--- src/rtl/core/deque_with_remove_by_value_top_defines.svh ---
// ----------------------------------------------------------------------------
// deque_with_remove_by_value_top_defines.svh
// Assertion macros for the deque block. Define ASSERT_OFF to strip them.
// ----------------------------------------------------------------------------
`ifndef DEQUE_WITH_REMOVE_BY_VALUE_TOP_DEFINES_SVH
`define DEQUE_WITH_REMOVE_BY_VALUE_TOP_DEFINES_SVH

`ifndef ASSERT_OFF

// Check a property on the rising clock edge, disabled during reset.
`define DQ_ASSERT(lbl, prop, msg) \
  lbl: assert property (@(posedge clk_i) disable iff (!rst_ni) (prop)) \
    else $error(msg);

// Check that an expression is never true.
`define DQ_ASSERT_NEVER(lbl, expr, msg) \
  `DQ_ASSERT(lbl, !(expr), msg)

`else

`define DQ_ASSERT(lbl, prop, msg)
`define DQ_ASSERT_NEVER(lbl, expr, msg)

`endif

`endif

--- src/rtl/core/dq_pkg.sv ---
// ----------------------------------------------------------------------------
// dq_pkg
// Shared types and constants of the deque block.
// ----------------------------------------------------------------------------
`default_nettype none

package dq_pkg;

  localparam int unsigned DATA_W       = 32;
  localparam int unsigned OPCODE_W     = 3;
  localparam int unsigned STATUS_W     = 2;
  localparam int unsigned COUNT_OUT_W  = 5;
  localparam int unsigned CAPACITY_DEF = 16;

  typedef enum logic [OPCODE_W-1:0] {
    OP_PUSH_BACK  = 3'd0,
    OP_PUSH_FRONT = 3'd1,
    OP_POP_FRONT  = 3'd2,
    OP_POP_BACK   = 3'd3,
    OP_REMOVE     = 3'd4
  } dq_op_e;

  typedef enum logic [STATUS_W-1:0] {
    ST_OK        = 2'd0,
    ST_EMPTY     = 2'd1,
    ST_FULL      = 2'd2,
    ST_NOT_FOUND = 2'd3
  } dq_status_e;

  // Per-cycle command broadcast to every cell, already qualified.
  typedef struct packed {
    logic add_back;
    logic push_front;
    logic pop_front;
    logic pop_back;
    logic remove;
  } dq_cmd_t;

endpackage

`default_nettype wire

--- src/rtl/core/dq_in_if.sv ---
// ----------------------------------------------------------------------------
// dq_in_if / dq_out_if
// Valid/ready channels of the deque: operation beats in, result beats out.
// ----------------------------------------------------------------------------
`default_nettype none

interface dq_in_if;
  logic                        valid;
  logic                        ready;
  logic [2:0]                  opcode;
  logic signed [31:0]          value;

  modport source (output valid, output opcode, output value, input ready);
  modport sink   (input valid, input opcode, input value, output ready);
endinterface

interface dq_out_if;
  logic                        valid;
  logic                        ready;
  logic signed [31:0]          popped_value;
  logic [1:0]                  status;
  logic [4:0]                  entry_count;

  modport source (output valid, output popped_value, output status,
                  output entry_count, input ready);
  modport sink   (input valid, input popped_value, input status,
                  input entry_count, output ready);
endinterface

`default_nettype wire

--- src/rtl/core/dq_cell.sv ---
// ----------------------------------------------------------------------------
// dq_cell
// One deque slot: holds an entry and its valid bit, shifts with neighbors.
// ----------------------------------------------------------------------------
`default_nettype none

module dq_cell (
  input  wire logic                       clk_i,
  input  wire logic                       rst_ni,
  input  wire dq_pkg::dq_cmd_t            cmd_i,
  input  wire logic [dq_pkg::DATA_W-1:0]  value_i,
  input  wire logic [dq_pkg::DATA_W-1:0]  left_data_i,
  input  wire logic                       left_valid_i,
  input  wire logic [dq_pkg::DATA_W-1:0]  right_data_i,
  input  wire logic                       right_valid_i,
  input  wire logic                       found_i,
  output logic [dq_pkg::DATA_W-1:0]       data_o,
  output logic                            valid_o,
  output logic                            last_o,
  output logic                            found_o
);
  import dq_pkg::*;

  logic [DATA_W-1:0] data_q, data_d;
  logic              valid_q, valid_d;
  logic              tail_slot, match;

  assign tail_slot = !valid_q && left_valid_i;   // first free slot
  assign last_o    = valid_q && !right_valid_i;  // back entry
  assign match     = valid_q && (data_q == value_i);
  assign found_o   = found_i || match;           // first match at or ahead

  always_comb begin
    data_d  = data_q;
    valid_d = valid_q;
    if (cmd_i.add_back && tail_slot) begin
      data_d  = value_i;
      valid_d = 1'b1;
    end else if (cmd_i.push_front) begin
      data_d  = left_data_i;
      valid_d = left_valid_i;
    end else if (cmd_i.pop_front || (cmd_i.remove && found_o)) begin
      data_d  = right_data_i;
      valid_d = right_valid_i;
    end else if (cmd_i.pop_back && last_o) begin
      valid_d = 1'b0;
    end
  end

  always_ff @(posedge clk_i or negedge rst_ni) begin
    if (!rst_ni) begin
      valid_q <= 1'b0;
    end else begin
      valid_q <= valid_d;
    end
  end

  always_ff @(posedge clk_i) begin
    data_q <= data_d;
  end

  assign data_o  = data_q;
  assign valid_o = valid_q;

endmodule

`default_nettype wire

--- src/rtl/core/deque_with_remove_by_value_top.sv ---
// Result beat: registered, valid in the cycle after its operation beat is taken.
// Throughput: one operation per cycle unless the output stalls; every cell compares and shifts at once.
// The remove search ripples a found flag along the chain of CAPACITY cells.
// Reset: asynchronous, active low; empties the deque and drops the result.
// Entry data is not reset; only slots below the count are ever read.
// ----------------------------------------------------------------------------
// deque_with_remove_by_value_top
// Bounded double-ended queue with remove-by-value, built as a chain of cells.
// ----------------------------------------------------------------------------
`default_nettype none
`include "deque_with_remove_by_value_top_defines.svh"

module deque_with_remove_by_value_top #(
  parameter int unsigned CAPACITY = dq_pkg::CAPACITY_DEF
) (
  input  wire logic clk_i,
  input  wire logic rst_ni,
  dq_in_if.sink     in_i,
  dq_out_if.source  out_o
);
  import dq_pkg::*;

  localparam int unsigned CW = $clog2(CAPACITY + 1);

  // Cell chain wiring
  logic [DATA_W-1:0] cell_data [CAPACITY];
  logic [CAPACITY-1:0] cell_valid;
  logic [CAPACITY-1:0] cell_last;
  logic [CAPACITY:0]   found;        // found[i]: match ahead of cell i

  dq_cmd_t           cmd;
  logic              fire;
  logic [CW-1:0]     count_q, count_d;
  logic              full, empty;

  // Result register
  logic              out_valid_q;
  logic [DATA_W-1:0] popped_q, popped_d;
  dq_status_e        status_q, status_d;
  logic [COUNT_OUT_W-1:0] ecount_q;

  logic [DATA_W-1:0] back_data;
  dq_op_e            op;

  // A new beat is taken whenever the result slot is free or draining.
  assign in_i.ready = !out_valid_q || out_o.ready;
  assign fire       = in_i.valid && in_i.ready;
  assign op         = dq_op_e'(in_i.opcode);

  assign full  = (count_q == CW'(CAPACITY));
  assign empty = (count_q == '0);

  // Back entry: the single cell whose successor is empty.
  always_comb begin
    back_data = '0;
    for (int i = 0; i < int'(CAPACITY); i++) begin
      back_data = back_data | (cell_data[i] & {DATA_W{cell_last[i]}});
    end
  end

  // Decode: qualify the command with full/empty, form the result.
  always_comb begin
    cmd      = '0;
    popped_d = '0;
    status_d = ST_OK;
    count_d  = count_q;
    case (op)
      OP_PUSH_BACK, OP_PUSH_FRONT: begin
        if (full) begin
          status_d = ST_FULL;
        end else begin
          cmd.add_back   = fire && (op == OP_PUSH_BACK);
          cmd.push_front = fire && (op == OP_PUSH_FRONT);
          count_d        = count_q + CW'(1);
        end
      end
      OP_POP_FRONT: begin
        if (empty) begin
          status_d = ST_EMPTY;
        end else begin
          cmd.pop_front = fire;
          popped_d      = cell_data[0];
          count_d       = count_q - CW'(1);
        end
      end
      OP_POP_BACK: begin
        if (empty) begin
          status_d = ST_EMPTY;
        end else begin
          cmd.pop_back = fire;
          popped_d     = back_data;
          count_d      = count_q - CW'(1);
        end
      end
      OP_REMOVE: begin
        // Cells ahead of the first match hold; the rest shift toward front.
        cmd.remove = fire;
        if (found[CAPACITY]) begin
          count_d = count_q - CW'(1);
        end else begin
          status_d = ST_NOT_FOUND;
        end
      end
      default: begin
        // Unused opcodes: no change, ok status.
      end
    endcase
  end

  assign found[0] = 1'b0;

  for (genvar g = 0; g < int'(CAPACITY); g++) begin : g_cell
    logic [DATA_W-1:0] left_data, right_data;
    logic              left_valid, right_valid;

    if (g == 0) begin : g_front
      assign left_data  = in_i.value;
      assign left_valid = 1'b1;
    end else begin : g_mid_l
      assign left_data  = cell_data[g-1];
      assign left_valid = cell_valid[g-1];
    end

    if (g == int'(CAPACITY) - 1) begin : g_back
      assign right_data  = '0;
      assign right_valid = 1'b0;
    end else begin : g_mid_r
      assign right_data  = cell_data[g+1];
      assign right_valid = cell_valid[g+1];
    end

    dq_cell u_cell (
      .clk_i         (clk_i),
      .rst_ni        (rst_ni),
      .cmd_i         (cmd),
      .value_i       (in_i.value),
      .left_data_i   (left_data),
      .left_valid_i  (left_valid),
      .right_data_i  (right_data),
      .right_valid_i (right_valid),
      .found_i       (found[g]),
      .data_o        (cell_data[g]),
      .valid_o       (cell_valid[g]),
      .last_o        (cell_last[g]),
      .found_o       (found[g+1])
    );
  end

  always_ff @(posedge clk_i or negedge rst_ni) begin
    if (!rst_ni) begin
      count_q     <= '0;
      out_valid_q <= 1'b0;
    end else begin
      if (fire) begin
        count_q <= count_d;
      end
      if (fire) begin
        out_valid_q <= 1'b1;
      end else if (out_o.ready) begin
        out_valid_q <= 1'b0;
      end
    end
  end

  always_ff @(posedge clk_i) begin
    if (fire) begin
      popped_q <= popped_d;
      status_q <= status_d;
      ecount_q <= COUNT_OUT_W'(count_d);
    end
  end

  assign out_o.valid        = out_valid_q;
  assign out_o.popped_value = popped_q;
  assign out_o.status       = status_q;
  assign out_o.entry_count  = ecount_q;

  // Assertions
  `DQ_ASSERT_NEVER(a_count_bound, count_q > CW'(CAPACITY), "count above capacity")
  `DQ_ASSERT(a_valid_prefix, $countones(cell_valid) == int'(count_q),
             "cell valid bits disagree with count")
  `DQ_ASSERT(a_full_push, fire && full &&
             (op == OP_PUSH_BACK || op == OP_PUSH_FRONT) |=> status_q == ST_FULL,
             "push on full not flagged")
  `DQ_ASSERT(a_empty_pop, fire && empty &&
             (op == OP_POP_FRONT || op == OP_POP_BACK) |=>
             status_q == ST_EMPTY && popped_q == '0,
             "pop on empty not flagged")

endmodule

`default_nettype wire

--- src/flat_wrapper.sv ---
// flat-port wrapper written by rule: the top's interface ports become plain ports
module deque_with_remove_by_value_top_flat import dq_pkg::*;
#(
  parameter int unsigned CAPACITY = dq_pkg::CAPACITY_DEF
)
  (clk_i, rst_ni, in_i_valid, in_i_opcode, in_i_value, in_i_ready, out_o_valid, out_o_popped_value, out_o_status, out_o_entry_count, out_o_ready);
  dq_in_if in_i_i ();
  dq_out_if out_o_i ();
  input  wire logic clk_i;
  input  wire logic rst_ni;
  input wire logic [$bits(in_i_i.valid)-1:0] in_i_valid;
  input wire logic [$bits(in_i_i.opcode)-1:0] in_i_opcode;
  input wire logic [$bits(in_i_i.value)-1:0] in_i_value;
  output wire logic [$bits(in_i_i.ready)-1:0] in_i_ready;
  output wire logic [$bits(out_o_i.valid)-1:0] out_o_valid;
  output wire logic [$bits(out_o_i.popped_value)-1:0] out_o_popped_value;
  output wire logic [$bits(out_o_i.status)-1:0] out_o_status;
  output wire logic [$bits(out_o_i.entry_count)-1:0] out_o_entry_count;
  input wire logic [$bits(out_o_i.ready)-1:0] out_o_ready;
  assign in_i_i.valid = in_i_valid;
  assign in_i_i.opcode = in_i_opcode;
  assign in_i_i.value = in_i_value;
  assign in_i_ready = in_i_i.ready;
  assign out_o_valid = out_o_i.valid;
  assign out_o_popped_value = out_o_i.popped_value;
  assign out_o_status = out_o_i.status;
  assign out_o_entry_count = out_o_i.entry_count;
  assign out_o_i.ready = out_o_ready;
  deque_with_remove_by_value_top #(.CAPACITY(CAPACITY)) u_core (.clk_i(clk_i), .rst_ni(rst_ni), .in_i(in_i_i), .out_o(out_o_i));
endmodule
--- config.mk ---
export PLATFORM = sky130hd
export DESIGN_NAME = deque_with_remove_by_value_top_flat
export DESIGN_NICKNAME = d
export VERILOG_FILES = /design/src/rtl/core/dq_pkg.sv /design/src/rtl/core/dq_in_if.sv /design/src/rtl/core/dq_cell.sv /design/src/rtl/core/deque_with_remove_by_value_top.sv /design/src/flat_wrapper.sv
export VERILOG_INCLUDE_DIRS = /design/src /design/src/rtl/core
export SDC_FILE = /design/constraint.sdc
export NUM_CORES = 2
export LEC_CHECK = 0
export BUFFER_PORTS_ARGS = -buffer_cell sky130_fd_sc_hd__buf_2
export CAP_MARGIN = 0
export CELL_PAD_IN_SITES_DETAIL_PLACEMENT = 0
export CELL_PAD_IN_SITES_GLOBAL_PLACEMENT = 2
export CORE_ASPECT_RATIO = 1.1
export CORE_UTILIZATION = 43
export DETAILED_ROUTE_END_ITERATION = 12
export PLACE_DENSITY_LB_ADDON = 0.1
export SYNTH_ARGS = -nofsm -noshare
export SYNTH_HDL_FRONTEND = slang
export SYNTH_HIERARCHICAL = 1
export SYNTH_SLANG_ARGS = --single-unit
--- constraint.sdc ---
create_clock -name clk_i -period 7.35 [get_ports clk_i]
set_input_delay 2.205 -clock clk_i [delete_from_list [all_inputs] [get_ports clk_i]]
set_output_delay 2.205 -clock clk_i [all_outputs]
set_load 0.01 [all_outputs]
==> results_dict.tcl <==
set metrics [dict create \
    final_nets 3833 \
    worstSetupEndpointType "flop" \
    dieArea_um2 90060 \
    yosys_warnings 6 \
    cts.clk_slew.worst_paths_ns 0.06 \
    via_per_inst 6.624 \
    p_clk_share_pct 31.9 \
    dp_hpwl_mm 115.0 \
    cts_hold_buf 0 \
    p_sw_uw 4303 \
    synth_area_leaders "edfxtp_1 43%, mux2i_1 13%, xnor2_1 11%" \
    grt_usage_pct 39.31 \
    ir_drop_v 0.0001768 \
    initial_core_util_pct 43.42 \
    worstMarginPinSlew_ns 1.233 \
    p_seq_share_pct 37.3 \
    synth_top_area_share_pct 43.30 \
    root_buffer "clkbuf_16" \
    cts_buffer_depth 3 \
    rsz0062_at_grt "no" \
    synth_edf_count 551 \
    path_delay_family "compound AO/OA/AOI/OAI gates" \
    rows 114 \
    grt_pass1_vias 31180 \
    swShare_pct 37.39 \
    drc_errors 0 \
    fmax_mhz 149.5 \
    synthFlopType "edfxtp_1" \
    p_leak_uw 0.01399 \
    synthCells 3700 \
    yosys.area.top_type "edfxtp_1" \
    die_h_um 314.7 \
    maxSlewHeadroom_pct 17.81 \
    post-cts-setup-buffers 0 \
    worstPathRequired_ns 7.73 \
    crit_buf_inv 2 \
    dp_slack_ns 0.1718 \
    avgSynthCellArea_um2 10.33 \
    synth_commonest_cells "572 x nor2_1, 551 x edfxtp_1, 516 x a21oi_1" \
    grt_pass1_wl_mm 248.8 \
    timing.final.ws_setup_ns 0.6613 \
    clk_latency_ns 0.64 \
    area_growth_pct 12.89 \
    antenna_found_initial 18 \
    setup_viol 0 \
    dr_total_vias 33230 \
    status "completed" \
    p_comb_share_pct 30.8 \
    routedWlPerCell_um 35.90 \
    dr.first_iter.drc_count 4869 \
    ys_seq_elements 573 \
    startpoint_type "input port" \
    r2r-start "u_core/g_cell[0].u_cell/data_o[21]" \
    cts_sinks 573 \
    critPathMaxFanout 5 \
    cts_buffers 72 \
    coreArea_um2 88010 \
    power.internal_uw 7205 \
    finalHoldViolations 0 \
    grt_max_degree 108 \
    io_buffers 79 \
    cp_common_cell "a31o_1" \
    min_from "u_core/out_o.valid" \
    final.setup.tns_ns 0 \
    drive_gt1_share_pct 10.91 \
    overflow 0 \
    ys_async_sr_fraction_pct 3.839 \
    firstDrtPassIters 7 \
    finalWirelength_mm 180.1 \
    htreeDepth 3 \
    clock_skew_ns 0.01723 \
    worstPathArrival_ns 7.07 \
    pin_count 80 \
    final.fill_count 8107 \
    synth_area_um2 38210 \
    max_stage_delay_ns 0.31 \
    p_per_area_nw_per_um2 266.8 \
    die_w_um 286.2 \
    timing.final.crit_share_pct 91.00 \
    cts.repair.resized 0 \
    post-route-min-period_ns 6.689 \
    crit_slowest_cell "a31o_1" \
    slew_viol_final 0 \
    startpoint "in_i_value[21]" \
    cts_tree "yes" \
    ant_nets 0 \
    drv_cap 0 \
    path_class "in -> reg" \
    yosysSeqAreaShare_pct 44.74 \
    gp_congestion 0.9676 \
    hp-class "reg -> reg" \
    yosysMostFrequentCell "nor2_1" \
    synth.distinct_cells 49 \
]
==> worst reg2reg max path, cell delays in order, from the launching register on <==
cell       delay, ns
edfxtp_1        0.52
xnor2_1         0.19
o2111ai_1       0.21
a2111oi_2       0.14
a31o_1          0.25
a31o_1          0.20
a31o_1          0.22
a31o_1          0.23
a31o_1          0.21
a31o_1          0.21
a31o_1          0.23
a31o_1          0.21
a31o_1          0.21
a31o_1          0.21
a31o_1          0.20
a31o_1          0.19
a31o_1          0.20
a31o_1          0.20
a31o_1          0.20
a31o_1          0.31
inv_1           0.16
o21ai_0         0.10
a21o_1          0.18
a21oi_1         0.16
nand2_1         0.08
==> per-layer routing <==
metal / GRT usage, % / wire [µm]
met1: 53.17 / 71840
met5: 0 / 27
met4: 20.86 / 10670
met2: 58.45 / 77580
met3: 8.951 / 19960
==> placed cells by master (no fill, tap or decap), types with 45 or more instances in the layout <==
master | Yosys | layout
nor2_1 | 572 | 554
edfxtp_1 | 551 | 551
a21oi_1 | 516 | 516
mux2i_1 | 512 | 512
xnor2_1 | 483 | 483
a22o_1 | 150 | 150
nand4_1 | 146 | 146
buf_4 | 1 | 125
a221oi_1 | 120 | 120
buf_2 | 55 | 79
clkbuf_16 | 0 | 77
inv_1 | 55 | 54
o21ai_0 | 45 | 45
==> per-stage QoR <==
stage / area [µm²] / hold slack, ns / util (%) / total power, µW / cells
2_1_floorplan: 38350 / 0.5458 / - / 6031 / 3737
6_report: 43140 / 0.5561 / 49.02 / 11510 / 5016
3_3_place_gp: 40770 / 0.5128 / 46.32 / 7701 / 4878
3_5_place_dp: 40770 / 0.5567 / 46.32 / 7706 / 4878
4_1_cts: 43120 / 0.5800 / 49.00 / 11370 / 5009
5_1_grt: 43140 / 0.6186 / 49.01 / 11720 / 5015
==> cells by family (layout without fill, tap and decap cells) <==
group,count (synthesis),in the layout,share of synthesized area (%)
compound gates,953,953,16.43
xor+xnor,499,499,11.44
fa+ha+maj,2,2,0.06548
buf+inv,291,403,3.107
flops,573,573,44.74
mux,528,528,14.04
other cells,2,46,0.01965
simple gates,852,852,10.15
==> cell type report <==
| class | count | area (µm²) | area share (%) |
|---|---|---|---|
| multi-input combinational | 2873 | 20420 | 47.34 |
| sequential | 573 | 17100 | 39.63 |
| timing repair buffer | 217 | 1594 | 3.695 |
| inverter | 55 | 206.4 | 0.4786 |
| antenna | 7 | 17.52 | 0.04061 |
| tap | 1160 | 1451 | 3.365 |
| clock inverter | 34 | 339.1 | 0.7860 |
| clock buffer | 97 | 2012 | 4.664 |
==> power by group through the flow <==
stage | Sequential, µW | Combinational (µW) | Clock (µW)
final | 4290 | 3550 | 3670
after global routing | 4320 | 3570 | 3830
after CTS | 4280 | 3380 | 3710
after detailed placement | 4340 | 3370 | 0
after global placement | 4330 | 3370 | 0
after floorplan | 4170 | 1860 | 0
==> worst paths after layout <==
path / end / slack (ns) / cells after the start
max: u_core/out_o.entry_count[2] / 0.66 / 25
min: u_core/out_o.valid / 0.56 / 2
max reg2reg: u_core/out_o.entry_count[2] / 1.87 / 24
min reg2reg: u_core/out_o.valid / 0.56 / 2
max in group asynchronous: u_core/g_cell[5].u_cell/valid_o / 5.24 / 1
min in group asynchronous: u_core/g_cell[8].u_cell/valid_o / 1.64 / 1
==> flip-flops by register name (all words and copies together) (netlist names) <==
register	flops
u_core/g_cell.u_cell/data_o	512
u_core/out_o.popped_value	32
u_core/g_cell.u_cell/valid_o	16
u_core/count_q	5
u_core/out_o.entry_count	5
u_core/out_o.status	2
u_core/out_o.valid	1
Note: power is estimated with default switching activity, not from simulation.
